$ cat src/rtl/core/mjat_pkg.sv
// shared constants and types for the multi-turn joint angle tracker
// depends on: nothing
package mjat_pkg;

  // joint index and per-joint storage
  localparam int JOINT_W     = 2;
  localparam int JOINT_SLOTS = 1 << JOINT_W;
  localparam int NUM_JOINTS  = 4;
  localparam logic [JOINT_W:0] JOINT_LIMIT = (JOINT_W + 1)'(NUM_JOINTS);

  // field widths
  localparam int COUNT_W   = 12;
  localparam int ACC_W     = 32;
  localparam int ANGLE_W   = 32;
  localparam int CFG_W     = 64;
  localparam int CFG_IDX_W = 2;
  localparam int MASK_W    = JOINT_SLOTS;
  localparam int FIELD_W   = 16;
  localparam int ENTRY_W   = COUNT_W + ACC_W;

  // counts per turn and one turn in q.8 degrees
  localparam int TURN_COUNTS = 4095;
  localparam int FULL_Q8     = 92160;

  // 92160 / 4095 reduces to 2048 / 91
  localparam int DEG_SHIFT = 11;
  localparam int DEG_DEN   = 91;
  localparam int DEG_HALF  = DEG_DEN / 2;

  // coarse quotient |acc| / 91 by reciprocal, then one correction
  localparam int QA_SHIFT    = 38;
  localparam int RECIP_QA_W  = 32;
  localparam logic [RECIP_QA_W-1:0] RECIP_QA =
    RECIP_QA_W'((64'd1 << QA_SHIFT) / DEG_DEN);
  localparam int QA_W  = 25;
  localparam int REM_W = 8;
  localparam int RA_W  = 7;

  // fine quotient (2048 * rem + 45) / 91, exact for the narrow range used
  localparam int T_W        = RA_W + DEG_SHIFT;
  localparam int Q2_SHIFT   = 26;
  localparam int RECIP_Q2_W = 20;
  localparam logic [RECIP_Q2_W-1:0] RECIP_Q2 =
    RECIP_Q2_W'(((64'd1 << Q2_SHIFT) + DEG_DEN - 1) / DEG_DEN);
  localparam int Q2_W = 11;

  // angle path widths
  localparam int DMAG_W     = QA_W + DEG_SHIFT;
  localparam int REV_W      = DMAG_W + 2;
  localparam int PROD_W     = REV_W - 1 + FIELD_W;
  localparam int SCALE_FRAC = 14;
  localparam int ROUND_HALF = 1 << (SCALE_FRAC - 1);
  localparam int RQ_W       = PROD_W + 1 - SCALE_FRAC;
  localparam int SCL_W      = RQ_W + 1;
  localparam int OFF_SHIFT  = 4;
  localparam int RES_W      = SCL_W + 1;

  // register reset values
  localparam logic [CFG_W-1:0]   SCALE_RESET  = 64'h4000_4000_4000_4000;
  localparam logic [COUNT_W-1:0] THRESH_RESET = 12'd3867;

  typedef enum logic [CFG_IDX_W-1:0] {
    REG_REVERSE_MASK   = 2'd0,
    REG_SCALE_WORDS    = 2'd1,
    REG_OFFSET_WORDS   = 2'd2,
    REG_WRAP_THRESHOLD = 2'd3
  } cfg_reg_t;

endpackage

$ cat src/rtl/core/multiturn_joint_angle_tracker_core.sv
// multi-turn joint angle tracker, top level and only module
// depends on: mjat_pkg (rtl/core/mjat_pkg.sv)

// Each input word names a joint and carries its 12-bit absolute encoder
// count (4095 counts per turn). Per joint the block keeps the last count and
// a signed 32-bit turn accumulator in a small synchronous state memory; a jump
// larger than wrap_threshold counts as a wrap and is corrected by 4095. The
// first word of a joint seeds its state from the count. The accumulator is
// turned into degrees with 8 fraction bits (rounded), mirrored to 360 minus
// angle when the joint's reverse bit is set, scaled by the joint's unsigned
// Q2.14 gear factor (rounded), shifted by the signed 1/16-degree offset and
// clipped to 32 bits; saturated flags a clipped accumulator or angle. A joint
// index at or above NUM_JOINTS gives angle 0 with no flag and no state change.
// One word is in flight at a time: the state memory is read when the word is
// taken and updated and written back in S_UPD; the two reciprocal multiplies
// that divide by 91 and the gear multiply each have their own state. The result
// sits in an output register, so the next word is taken while a result waits
// for out_ready. Configuration is written through cfg_we/cfg_index/cfg_wdata,
// by the user only while idle; the block itself does not enforce this.
module multiturn_joint_angle_tracker_core (
  input  logic                                clk,
  input  logic                                rst_n,
  input  logic                                in_valid,
  output logic                                in_ready,
  input  logic [mjat_pkg::JOINT_W-1:0]        in_joint,
  input  logic [mjat_pkg::COUNT_W-1:0]        in_raw_count,
  output logic                                out_valid,
  input  logic                                out_ready,
  output logic [mjat_pkg::JOINT_W-1:0]        out_joint_out,
  output logic signed [mjat_pkg::ANGLE_W-1:0] out_angle_q8,
  output logic                                out_saturated,
  input  logic                                cfg_we,
  input  logic [mjat_pkg::CFG_IDX_W-1:0]      cfg_index,
  input  logic [mjat_pkg::CFG_W-1:0]          cfg_wdata
);
  import mjat_pkg::*;

  typedef enum logic [3:0] {
    S_IDLE, S_UPD, S_MAG, S_QA, S_REM, S_Q2, S_DEG, S_RABS, S_MUL, S_RND, S_FIN
  } state_t;

  state_t state_r, state_nxt;

  // configuration registers
  logic [MASK_W-1:0]  reverse_mask_r;
  logic [CFG_W-1:0]   scale_words_r;
  logic [CFG_W-1:0]   offset_words_r;
  logic [COUNT_W-1:0] wrap_threshold_r;

  // per-joint state: seeded flags in flops, counts and accumulators in memory
  logic [JOINT_SLOTS-1:0] seeded_r;
  logic [ENTRY_W-1:0]     state_mem [JOINT_SLOTS];
  logic [ENTRY_W-1:0]     mem_rdata_r;
  logic                   mem_we;
  logic                   mem_re;
  logic [ENTRY_W-1:0]     mem_wdata;

  // word under work
  logic [JOINT_W-1:0]      joint_r;
  logic [COUNT_W-1:0]      raw_r;
  logic                    jbad_r;
  logic signed [ACC_W-1:0] acc_r;
  logic                    acc_sat_r;
  logic                    neg_r;
  logic [ACC_W-1:0]        mag_r;
  logic [QA_W-1:0]         qa_r;
  logic [RA_W-1:0]         ra_r;
  logic [Q2_W-1:0]         q2_r;
  logic signed [REV_W-1:0] rev_r;
  logic                    rneg_r;
  logic [REV_W-2:0]        rmag_r;
  logic [PROD_W-1:0]       prod_r;
  logic signed [SCL_W-1:0] scl_r;

  // output register
  logic                      out_valid_r;
  logic [JOINT_W-1:0]        out_joint_r;
  logic signed [ANGLE_W-1:0] out_angle_q8_r;
  logic                      out_saturated_r;

  logic in_accept;
  logic in_joint_bad;
  logic out_free;

  // per-joint views of the packed scale and offset words
  logic [FIELD_W-1:0]        scale_arr [JOINT_SLOTS];
  logic signed [FIELD_W-1:0] off_arr   [JOINT_SLOTS];

  // accumulator update
  logic [COUNT_W-1:0]        last_cnt;
  logic signed [ACC_W-1:0]   acc_old;
  logic signed [COUNT_W:0]   delta;
  logic [COUNT_W-1:0]        step_mag;
  logic                      wrap;
  logic signed [COUNT_W+1:0] delta_x;
  logic signed [COUNT_W+1:0] turn_step;
  logic signed [COUNT_W+1:0] delta_adj;
  logic signed [ACC_W+1:0]   acc_sum;
  logic                      acc_fit;
  logic signed [ACC_W-1:0]   acc_upd;
  logic                      acc_sat_upd;

  // division by 91
  logic [ACC_W-1:0]                  mag_val;
  logic [ACC_W+RECIP_QA_W-1:0]       qa_prod;
  logic [REM_W-1:0]                  qa_lo_x;
  logic [REM_W-1:0]                  rem8;
  logic                              corr;
  logic [RA_W-1:0]                   ra_val;
  logic [T_W-1:0]                    t_val;
  logic [T_W+RECIP_Q2_W-1:0]         q2_prod;

  // angle path
  logic [DMAG_W-1:0]         dmag;
  logic                      rvs;
  logic signed [REV_W-1:0]   dterm;
  logic signed [REV_W-1:0]   rev_base;
  logic signed [REV_W-1:0]   rev_val;
  logic [REV_W-2:0]          rmag_val;
  logic [PROD_W-1:0]         prod_val;
  logic [RQ_W-1:0]           rq;
  logic signed [SCL_W-1:0]   scl_val;
  logic signed [RES_W-1:0]   res_val;
  logic                      res_fit;
  logic signed [ANGLE_W-1:0] angle_val;

  assign in_ready     = (state_r == S_IDLE);
  assign in_accept    = in_valid && in_ready;
  assign in_joint_bad = ({1'b0, in_joint} >= JOINT_LIMIT);
  assign out_free     = !out_valid_r || out_ready;

  assign out_valid     = out_valid_r;
  assign out_joint_out = out_joint_r;
  assign out_angle_q8  = out_angle_q8_r;
  assign out_saturated = out_saturated_r;

  always_comb begin
    for (int k = 0; k < JOINT_SLOTS; k++) begin
      scale_arr[k] = scale_words_r[k*FIELD_W +: FIELD_W];
      off_arr[k]   = offset_words_r[k*FIELD_W +: FIELD_W];
    end
  end

  // state memory: read when a word is taken, written back in the update cycle;
  // only one word is in flight so a read never overlaps a pending write
  assign mem_re    = in_accept;
  assign mem_we    = (state_r == S_UPD);
  assign mem_wdata = {raw_r, acc_upd};

  always_ff @(posedge clk) begin
    if (mem_we) begin
      state_mem[joint_r] <= mem_wdata;
    end
    if (mem_re) begin
      mem_rdata_r <= state_mem[in_joint];
    end
  end

  // count step with wrap correction and saturating accumulate
  assign last_cnt  = mem_rdata_r[ENTRY_W-1:ACC_W];
  assign acc_old   = mem_rdata_r[ACC_W-1:0];
  assign delta     = $signed({1'b0, raw_r}) - $signed({1'b0, last_cnt});
  assign step_mag  = delta[COUNT_W] ? COUNT_W'(-delta) : delta[COUNT_W-1:0];
  assign wrap      = (step_mag > wrap_threshold_r);
  assign delta_x   = (COUNT_W + 2)'(delta);
  assign turn_step = (COUNT_W + 2)'(TURN_COUNTS);
  assign delta_adj = !wrap ? delta_x :
                     (delta[COUNT_W] ? delta_x + turn_step : delta_x - turn_step);
  assign acc_sum   = (ACC_W + 2)'(acc_old) + (ACC_W + 2)'(delta_adj);
  assign acc_fit   = (acc_sum[ACC_W+1:ACC_W-1] == '0) ||
                     (acc_sum[ACC_W+1:ACC_W-1] == '1);

  always_comb begin
    if (!seeded_r[joint_r]) begin
      acc_upd     = {{(ACC_W - COUNT_W){1'b0}}, raw_r};
      acc_sat_upd = 1'b0;
    end else if (acc_fit) begin
      acc_upd     = acc_sum[ACC_W-1:0];
      acc_sat_upd = 1'b0;
    end else begin
      acc_upd     = acc_sum[ACC_W+1] ? {1'b1, {(ACC_W - 1){1'b0}}}
                                     : {1'b0, {(ACC_W - 1){1'b1}}};
      acc_sat_upd = 1'b1;
    end
  end

  // |acc| * 2048 / 91 split as 2048 * (|acc| / 91) + (2048 * rem + 45) / 91
  assign mag_val = acc_r[ACC_W-1] ? ACC_W'(-acc_r) : acc_r;
  assign qa_prod = (ACC_W + RECIP_QA_W)'(mag_r) * (ACC_W + RECIP_QA_W)'(RECIP_QA);
  // remainder is below 182, so the low byte is exact
  assign qa_lo_x = REM_W'(qa_r[REM_W-1:0] * REM_W'(DEG_DEN));
  assign rem8    = mag_r[REM_W-1:0] - qa_lo_x;
  assign corr    = (rem8 >= REM_W'(DEG_DEN));
  assign ra_val  = corr ? RA_W'(rem8 - REM_W'(DEG_DEN)) : rem8[RA_W-1:0];
  assign t_val   = {ra_r, DEG_SHIFT'(DEG_HALF)};
  assign q2_prod = (T_W + RECIP_Q2_W)'(t_val) * (T_W + RECIP_Q2_W)'(RECIP_Q2);

  // fine quotient stays below 2048, so the magnitude is a plain concatenation
  assign dmag     = {qa_r, q2_r};
  assign rvs      = reverse_mask_r[joint_r];
  assign dterm    = (neg_r ^ rvs) ? -$signed({2'b00, dmag}) : $signed({2'b00, dmag});
  assign rev_base = rvs ? REV_W'(FULL_Q8) : '0;
  assign rev_val  = rev_base + dterm;

  assign rmag_val = rev_r[REV_W-1] ? (REV_W - 1)'(-rev_r) : rev_r[REV_W-2:0];
  assign prod_val = PROD_W'(rmag_r) * PROD_W'(scale_arr[joint_r]);
  assign rq       = RQ_W'(((PROD_W + 1)'(prod_r) + (PROD_W + 1)'(ROUND_HALF)) >> SCALE_FRAC);
  assign scl_val  = rneg_r ? -$signed({1'b0, rq}) : $signed({1'b0, rq});

  // offset in 1/16 degree is q.4, so four bits up into q.8
  assign res_val  = RES_W'(scl_r) + (RES_W'(off_arr[joint_r]) <<< OFF_SHIFT);
  assign res_fit  = (res_val[RES_W-1:ANGLE_W-1] == '0) ||
                    (res_val[RES_W-1:ANGLE_W-1] == '1);
  assign angle_val = res_fit ? res_val[ANGLE_W-1:0] :
                     (res_val[RES_W-1] ? {1'b1, {(ANGLE_W - 1){1'b0}}}
                                       : {1'b0, {(ANGLE_W - 1){1'b1}}});

  always_comb begin
    state_nxt = state_r;
    case (state_r)
      S_IDLE: begin
        if (in_accept) begin
          state_nxt = in_joint_bad ? S_FIN : S_UPD;
        end
      end
      S_UPD:  state_nxt = S_MAG;
      S_MAG:  state_nxt = S_QA;
      S_QA:   state_nxt = S_REM;
      S_REM:  state_nxt = S_Q2;
      S_Q2:   state_nxt = S_DEG;
      S_DEG:  state_nxt = S_RABS;
      S_RABS: state_nxt = S_MUL;
      S_MUL:  state_nxt = S_RND;
      S_RND:  state_nxt = S_FIN;
      S_FIN: begin
        if (out_free) begin
          state_nxt = S_IDLE;
        end
      end
      default: state_nxt = S_IDLE;
    endcase
  end

  always_ff @(posedge clk) begin
    if (!rst_n) begin
      state_r          <= S_IDLE;
      out_valid_r      <= 1'b0;
      seeded_r         <= '0;
      reverse_mask_r   <= '0;
      scale_words_r    <= SCALE_RESET;
      offset_words_r   <= '0;
      wrap_threshold_r <= THRESH_RESET;
    end else begin
      state_r <= state_nxt;

      if (cfg_we) begin
        case (cfg_reg_t'(cfg_index))
          REG_REVERSE_MASK:   reverse_mask_r   <= cfg_wdata[MASK_W-1:0];
          REG_SCALE_WORDS:    scale_words_r    <= cfg_wdata;
          REG_OFFSET_WORDS:   offset_words_r   <= cfg_wdata;
          REG_WRAP_THRESHOLD: wrap_threshold_r <= cfg_wdata[COUNT_W-1:0];
          default: ;
        endcase
      end

      // in the final cycle the output register is reloaded below instead
      if (out_valid_r && out_ready && (state_r != S_FIN)) begin
        out_valid_r <= 1'b0;
      end

      case (state_r)
        S_IDLE: begin
          if (in_accept) begin
            joint_r <= in_joint;
            raw_r   <= in_raw_count;
            jbad_r  <= in_joint_bad;
          end
        end
        S_UPD: begin
          acc_r             <= acc_upd;
          acc_sat_r         <= acc_sat_upd;
          seeded_r[joint_r] <= 1'b1;
        end
        S_MAG: begin
          neg_r <= acc_r[ACC_W-1];
          mag_r <= mag_val;
        end
        S_QA: begin
          qa_r <= qa_prod[QA_SHIFT +: QA_W];
        end
        S_REM: begin
          qa_r <= qa_r + QA_W'(corr);
          ra_r <= ra_val;
        end
        S_Q2: begin
          q2_r <= q2_prod[Q2_SHIFT +: Q2_W];
        end
        S_DEG: begin
          rev_r <= rev_val;
        end
        S_RABS: begin
          rneg_r <= rev_r[REV_W-1];
          rmag_r <= rmag_val;
        end
        S_MUL: begin
          prod_r <= prod_val;
        end
        S_RND: begin
          scl_r <= scl_val;
        end
        S_FIN: begin
          if (out_free) begin
            out_valid_r     <= 1'b1;
            out_joint_r     <= joint_r;
            out_angle_q8_r  <= jbad_r ? '0 : angle_val;
            out_saturated_r <= !jbad_r && (acc_sat_r || !res_fit);
          end
        end
        default: ;
      endcase
    end
  end

  // a joint outside the configured set always reports a clean zero
  a_bad_joint_zero: assert property (@(posedge clk) disable iff (!rst_n)
    out_valid && ({1'b0, out_joint_out} >= JOINT_LIMIT)
      |-> (out_angle_q8 == '0) && !out_saturated)
    else $error("out-of-range joint produced a nonzero result");

  // once a joint is seeded it stays seeded until reset
  a_seeded_sticky: assert property (@(posedge clk) disable iff (!rst_n)
    $past(rst_n) |-> ((seeded_r & $past(seeded_r)) == $past(seeded_r)))
    else $error("seeded flag cleared without reset");

  // state memory is only written for an in-range joint
  a_mem_we_range: assert property (@(posedge clk) disable iff (!rst_n)
    mem_we |-> !jbad_r && ({1'b0, joint_r} < JOINT_LIMIT))
    else $error("state memory written for an out-of-range joint");

  // only one word in flight: no word is taken right after another
  a_one_in_flight: assert property (@(posedge clk) disable iff (!rst_n)
    in_accept |=> !in_ready)
    else $error("second word taken while one is in flight");

endmodule
$ cat config.mk
export PLATFORM = sky130hd
export DESIGN_NAME = multiturn_joint_angle_tracker_core
export DESIGN_NICKNAME = d
export VERILOG_FILES = /design/src/rtl/core/mjat_pkg.sv /design/src/rtl/core/multiturn_joint_angle_tracker_core.sv
export SDC_FILE = /design/constraint.sdc
export NUM_CORES = 2
export LEC_CHECK = 0
export ABC_AREA = 1
export BUFFER_PORTS_ARGS = -buffer_cell sky130_fd_sc_hd__buf_2
export CAP_MARGIN = 20
export CORE_AREA = 8 8 494 496
export DETAILED_ROUTE_END_ITERATION = 16
export DIE_AREA = 0 0 502 504
export PLACE_DENSITY = 0.54
export SLEW_MARGIN = 20
export SYNTH_ARGS = -nofsm -noshare
export SYNTH_HDL_FRONTEND = slang
export SYNTH_SLANG_ARGS = --single-unit
$ cat constraint.sdc
create_clock -name clk -period 9 [get_ports clk]
set_input_delay 0.45 -clock clk [delete_from_list [all_inputs] [get_ports clk]]
set_output_delay 0.45 -clock clk [all_outputs]
set_load 0.05 [all_outputs]
### Yosys cells after proc, flatten, opt, wreduce, memory -nomap -nowiden

Memory sizes are Yosys's and may differ from the RTL's. A register that Yosys moved wholly into a read port is not among the register bits.
Cells that the tools add are included.
W data, S select, Z words.

| cells by class | value |
|---|---|
| add/sub/neg operators | 15 |
| $mul | 4 |
| magnitude comparators | 5 |
| eq/ne operators | 18 |
| muxes and demuxes | 36 |
| bitwise operators | 3 |
| reductions and logical operators | 31 |

Operator list:

| kind | number |
|---|---|
| $mux W32 | 5 |
| $bmux W16 S2 | 2 |
| $mux W16 | 4 |
| $mul A32 B30 Y61 const B | 1 |
| $add A53 B14 Y54 const B | 1 |
| $mul A37 B16 Y53 | 1 |
| $pmux W25 S2 | 1 |
| $pmux W4 S11 | 1 |
| $add A41 B20 Y42 | 1 |
| $neg A40 Y41 | 1 |
| $mux W40 | 1 |
| $add A18 B38 Y38 | 1 |
| $mux W38 | 1 |
| $neg A36 Y38 | 1 |
| $mul A18 B20 Y37 const B | 1 |
| $mux W37 | 1 |
| $neg A37 Y37 | 1 |
| $add A32 B14 Y33 | 1 |
| $neg A32 Y32 | 1 |
| $mux W31 | 1 |
| $mux W14 | 2 |
| $reduce_and A2 Y1 | 14 |
| $add A25 B1 Y25 | 1 |
| $mux W17 | 1 |
| other kinds (41) | 66 |

| word-level totals | value |
|---|---|
| register bits | 481 |
| memory bits (writable) | 176 |
| word-level logic and storage cells | 139 |
| memories kept | 1 |

Memories:

| name | words | width | read ports | clocked after memory_dff | wr ports | RTL line | source |
|---|---|---|---|---|---|---|---|
| state_mem | 4 | 44 | 1 | 1 | 1 | multiturn_joint_angle_tracker_core.sv:52 | `logic [ENTRY_W-1:0] state_mem [JOINT_SLOTS];` |

### Longest topological paths before layout

| depth | value |
|---|---|
| depth after elaboration | 10 |
| mapped depth | 44 |

### Worst setup path after synthesis

No wires, ideal clock.

| timing path | value |
|---|---|
| kind | flip-flop to flip-flop |
| start point | register joint_r[0] |
| end point | register prod_r[44] (data pin) |
| setup time | 0.265 ns |
| data arrival time | 6.563 ns |
| data required time | 8.735 ns |
| slack | 2.172 ns |
| cell stages (with the launch flop) | 27 |
| path buffers | 3 |
| cell sequence | edfxtp_1 nand2_1 buf_2 inv_4 buf_2 a221oi_2 clkbuf_1 nor2_1 fa_1 inv_1 fa_1 inv_1 fa_1 fa_1 inv_1 fa_1 inv_1 fa_1 ha_1 a21o_1 a21oi_1 o21ai_0 a21oi_1 nand2_1 a21oi_1 o211ai_1 xor2_1 |

| between the ends | value |
|---|---|
| longest elaborated chain between the ends | 5 |

RTL lines:

| item | RTL line | source |
|---|---|---|
| from (decl) | multiturn_joint_angle_tracker_core.sv:59 | `logic [JOINT_W-1:0] joint_r;` |
| from (signal assigned) | multiturn_joint_angle_tracker_core.sv:274 | `joint_r <= in_joint;` |
| $not A2 Y3 (not written as such) | multiturn_joint_angle_tracker_core.sv:206 | `assign prod_val = PROD_W'(rmag_r) * PROD_W'(scale_arr[joint_r]);` |
| $bmux W16 S2 | multiturn_joint_angle_tracker_core.sv:206 |  |
| $mux W16 (not written as such) (2 in a row) | multiturn_joint_angle_tracker_core.sv:206 |  |
| $mul A37 B16 Y53 | multiturn_joint_angle_tracker_core.sv:206 |  |
| net prod_val[44] | multiturn_joint_angle_tracker_core.sv:120 | `logic [PROD_W-1:0] prod_val;` |
| to (signal assigned) | multiturn_joint_angle_tracker_core.sv:306 | `prod_r <= prod_val;` |
| to (decl) | multiturn_joint_angle_tracker_core.sv:72 | `logic [PROD_W-1:0] prod_r;` |

The timed path passes the listed nets, and every way through them passes these cells. The select of a mux whose other input is x is not followed.
A chain may end at the register's enable or synchronous reset.

### Worst setup path in the final report

| timing path | value |
|---|---|
| start point | register joint_r[1] |
| end point | register prod_r[23] (data pin) |

Same word-level chain as after synthesis.

==> flow_metrics.tcl <==
set metrics [dict create \
    crit_path_end_kind "flop" \
    routedWlPerCell_um 19.1 \
    cp.arrival_ns 8.57 \
    clock-sinks 688 \
    drive_gt1_frac 0.0515 \
    tns_ns 0 \
    clock_latency_ns 0.72 \
    p_clk_frac 0.152 \
    vias 58600 \
    cts_max_path_buffers 3 \
    syn-num-nets 10300 \
    synth_cells 8726 \
    cts_tree "built" \
    required_ns 9.39 \
    grt_max_degree 129 \
    synth_ff_type "edfxtp_1" \
    first_pass_iters 8 \
    num_rows 179 \
    max_cap_violations 0 \
    place_inst 11900 \
    synth-edff-count 535 \
    p_leak_nw 37.1 \
    grt.total_usage 0.178 \
    crit_path_start_kind "flop" \
    initial_core_util 0.309 \
    n_fill_cell 24600 \
    fp.dieW_um 502 \
    internal_power_mw 11.1 \
    remaining_drc_errors 0 \
    syn_area_um2 72900 \
    clock_skew_ns 0.0367 \
    wirelength_mm 230 \
    peakVddDrop_mv 0.345 \
    rsz0062_at_grt "no" \
    grt_pass1_vias 59600 \
    synth_area_leader_cell "edfxtp_1" \
    p_sw_frac 0.503 \
    slowest_delay_ns 0.60 \
    slowest_stage "inv_2" \
    core_area_um2 236000 \
    pre_cts_slack_ns 0.698 \
    path_class "flop to flop" \
    antenna_found_initial 2 \
    worst_pin_slew_ns 1.04 \
    syn_area_per_cell_um2 8.36 \
    multi_input_area_um2 46900 \
    hpwlAfterDp_mm 188 \
    drv_slew 0 \
    cts_made_buffers 82 \
    yosysSeqAreaShare 0.262 \
    power.density_nw_per_um2 277 \
    die_y_um 504 \
    setup_viol 0 \
    gr-total-overflow 0 \
    hp-class "input pin to flop" \
    portBuffers 121 \
    root_buffer "clkbuf_16" \
    worst_slack_ns 0.821 \
    post-route-util 0.341 \
    outcome "finished, final reports clean" \
    ios 122 \
    syn_to_final_growth_pct 10.5 \
    min_period_ns 8.18 \
    gp_congestion 0.943 \
    register_area_um2 19100 \
    max_freq_ghz 0.122 \
    first_iter_violations 4048 \
    htree_levels 3 \
    avgViaCountPerCell 4.86 \
    nets 10400 \
    antenna_left 0 \
    min_period_over_period 0.909 \
    post-synth-top-count-cell "nand2_1" \
    max-slew-margin-rel 0.307 \
    path_clk_slew_ns 0.06 \
    async_flop_share 0 \
    grt_pass1_wl_mm 354 \
    pwr-share-comb 0.666 \
    worstPathMaxFanout 34 \
    synth_cell_types 67 \
    p_switching_mw 11.2 \
    cp_common_cell "inv_1" \
    finalHoldViolCount 0 \
    yosysWarnings 0 \
    die_area_um2 253000 \
    seqPwrFrac 0.182 \
    layout.cells.non_filler 12100 \
    ys_seq_elements 688 \
    synthTopCellsByArea "edfxtp_1 (22%), fa_1 (21%), ha_1 (12%)" \
    synthTopCellsByCount "nand2_1 (1768), inv_1 (1634), nor2_1 (937)" \
    post-cts-setup-buffer-count 0 \
    power_mw 22.3 \
    synth_top_area_share 0.220 \
]
[flip-flops by register name, indices dropped and copies added (netlist names), 25 cells and up]
register and count:
acc_r 32, mag_r 32, mem_rdata_r 44, offset_words_r 64
out_angle_q8 32, prod_r 40, qa_r 25, rev_r 38
rmag_r 37, scale_words_r 64, scl_r 41, state_mem 176
[power groups by stage]
stage / logic (mW) / clock network, mW / registers [mW]
global route: 16.6 / 3.60 / 4.06
floorplan: 10.4 / 0 / 4.07
CTS: 14.9 / 3.50 / 4.05
global placement: 14.7 / 0 / 4.12
finish: 14.8 / 3.38 / 4.06
detailed placement: 14.7 / 0 / 4.12
[repair_timing]
item	in CTS	in global routing
hold buffers	48	0
gates resized for setup	0	0
hold endpoints to repair	58	0
[cell type report]
class                           instances  area share
Inverter                             1657      0.0772
Clock inverter                         44     0.00657
Timing Repair Buffer                  239      0.0205
Antenna cell                            1   0.0000311
Multi-Input combinational cell       6168       0.582
Sequential cell                       688       0.237
Tap cell                             3167      0.0492
Clock buffer                          105      0.0273
[kinds of logic after synthesis]
family,after synthesis,synth area share
AO/OA/AOI/OAI,1100,0.0860
XOR/XNOR,303,0.0365
adder cells (fa/ha/maj),1475,0.333
buffers and inverters,1870,0.0974
flip-flops,688,0.262
AND/OR/NAND/NOR,3290,0.185
[worst max-delay path: cells and delay by family (launching register included)]
family	cells	cell delay, ns
AO/OA/AOI/OAI	3	0.75
adder cells (fa/ha/maj)	7	3.49
buffers and inverters	10	1.76
flip-flops	1	0.47
AND/OR/NAND/NOR	8	1.32
[final timing paths]
path,slack (ns),cells past startpoint,startpoint,end
setup reg to reg,0.82,28,joint_r[1],prod_r[23]
hold reg to reg,0.44,2,offset_words_r[21],offset_words_r[21]
hold / removal,0.07,3,cfg_wdata[3],wrap_threshold_r[3]
setup / recovery,0.82,28,joint_r[1],prod_r[23]
[per-stage QoR]
step / area, um2 / hold WS, ns
after CTS: 80500 / 0.00105
after floorplan: 72900 / 0.423
after global routing: 80500 / 0.0446
after global placement: 77300 / 0.431
after detailed placement: 77300 / 0.436
final: 80500 / 0.0687
[per-layer routing]
layer | global-route usage | share of wire
met1 | 0.245 | 0.45
met2 | 0.296 | 0.47
met3 | 0.0231 | 0.053
met4 | 0.0421 | 0.025
met5 | 0 | 0
[cell usage in the layout, fill, tap and decap left out, types with 16 or more instances in the layout]
| cell | Yosys | routed |
|---|---|---|
| nand2_1 | 1768 | 1768 |
| nor2_1 | 937 | 927 |
| dfxtp_1 | 153 | 153 |
| o22ai_1 | 47 | 47 |
| a22oi_1 | 31 | 31 |
| clkbuf_16 | 0 | 84 |
| ha_1 | 700 | 700 |
| a21oi_1 | 360 | 358 |
| xnor2_1 | 95 | 95 |
| nand2_2 | 30 | 30 |
| inv_1 | 1634 | 1632 |
| o21a_1 | 25 | 25 |
| o21bai_1 | 38 | 38 |
| buf_2 | 19 | 120 |
| nor3_1 | 70 | 65 |
| clkbuf_1 | 177 | 18 |
| nor4_1 | 25 | 24 |
| a21boi_0 | 16 | 16 |
| fa_1 | 775 | 775 |
| edfxtp_1 | 535 | 535 |
| nand4_1 | 82 | 82 |
| o21ai_0 | 426 | 426 |
| inv_2 | 14 | 17 |
| nor2_2 | 23 | 25 |
| a21o_1 | 22 | 22 |
| xor2_1 | 207 | 207 |
| a31oi_1 | 50 | 50 |
| dlygate4sd3_1 | 0 | 48 |
| buf_4 | 4 | 68 |
| nand3_1 | 294 | 293 |
(Power assumes the default switching activity.)
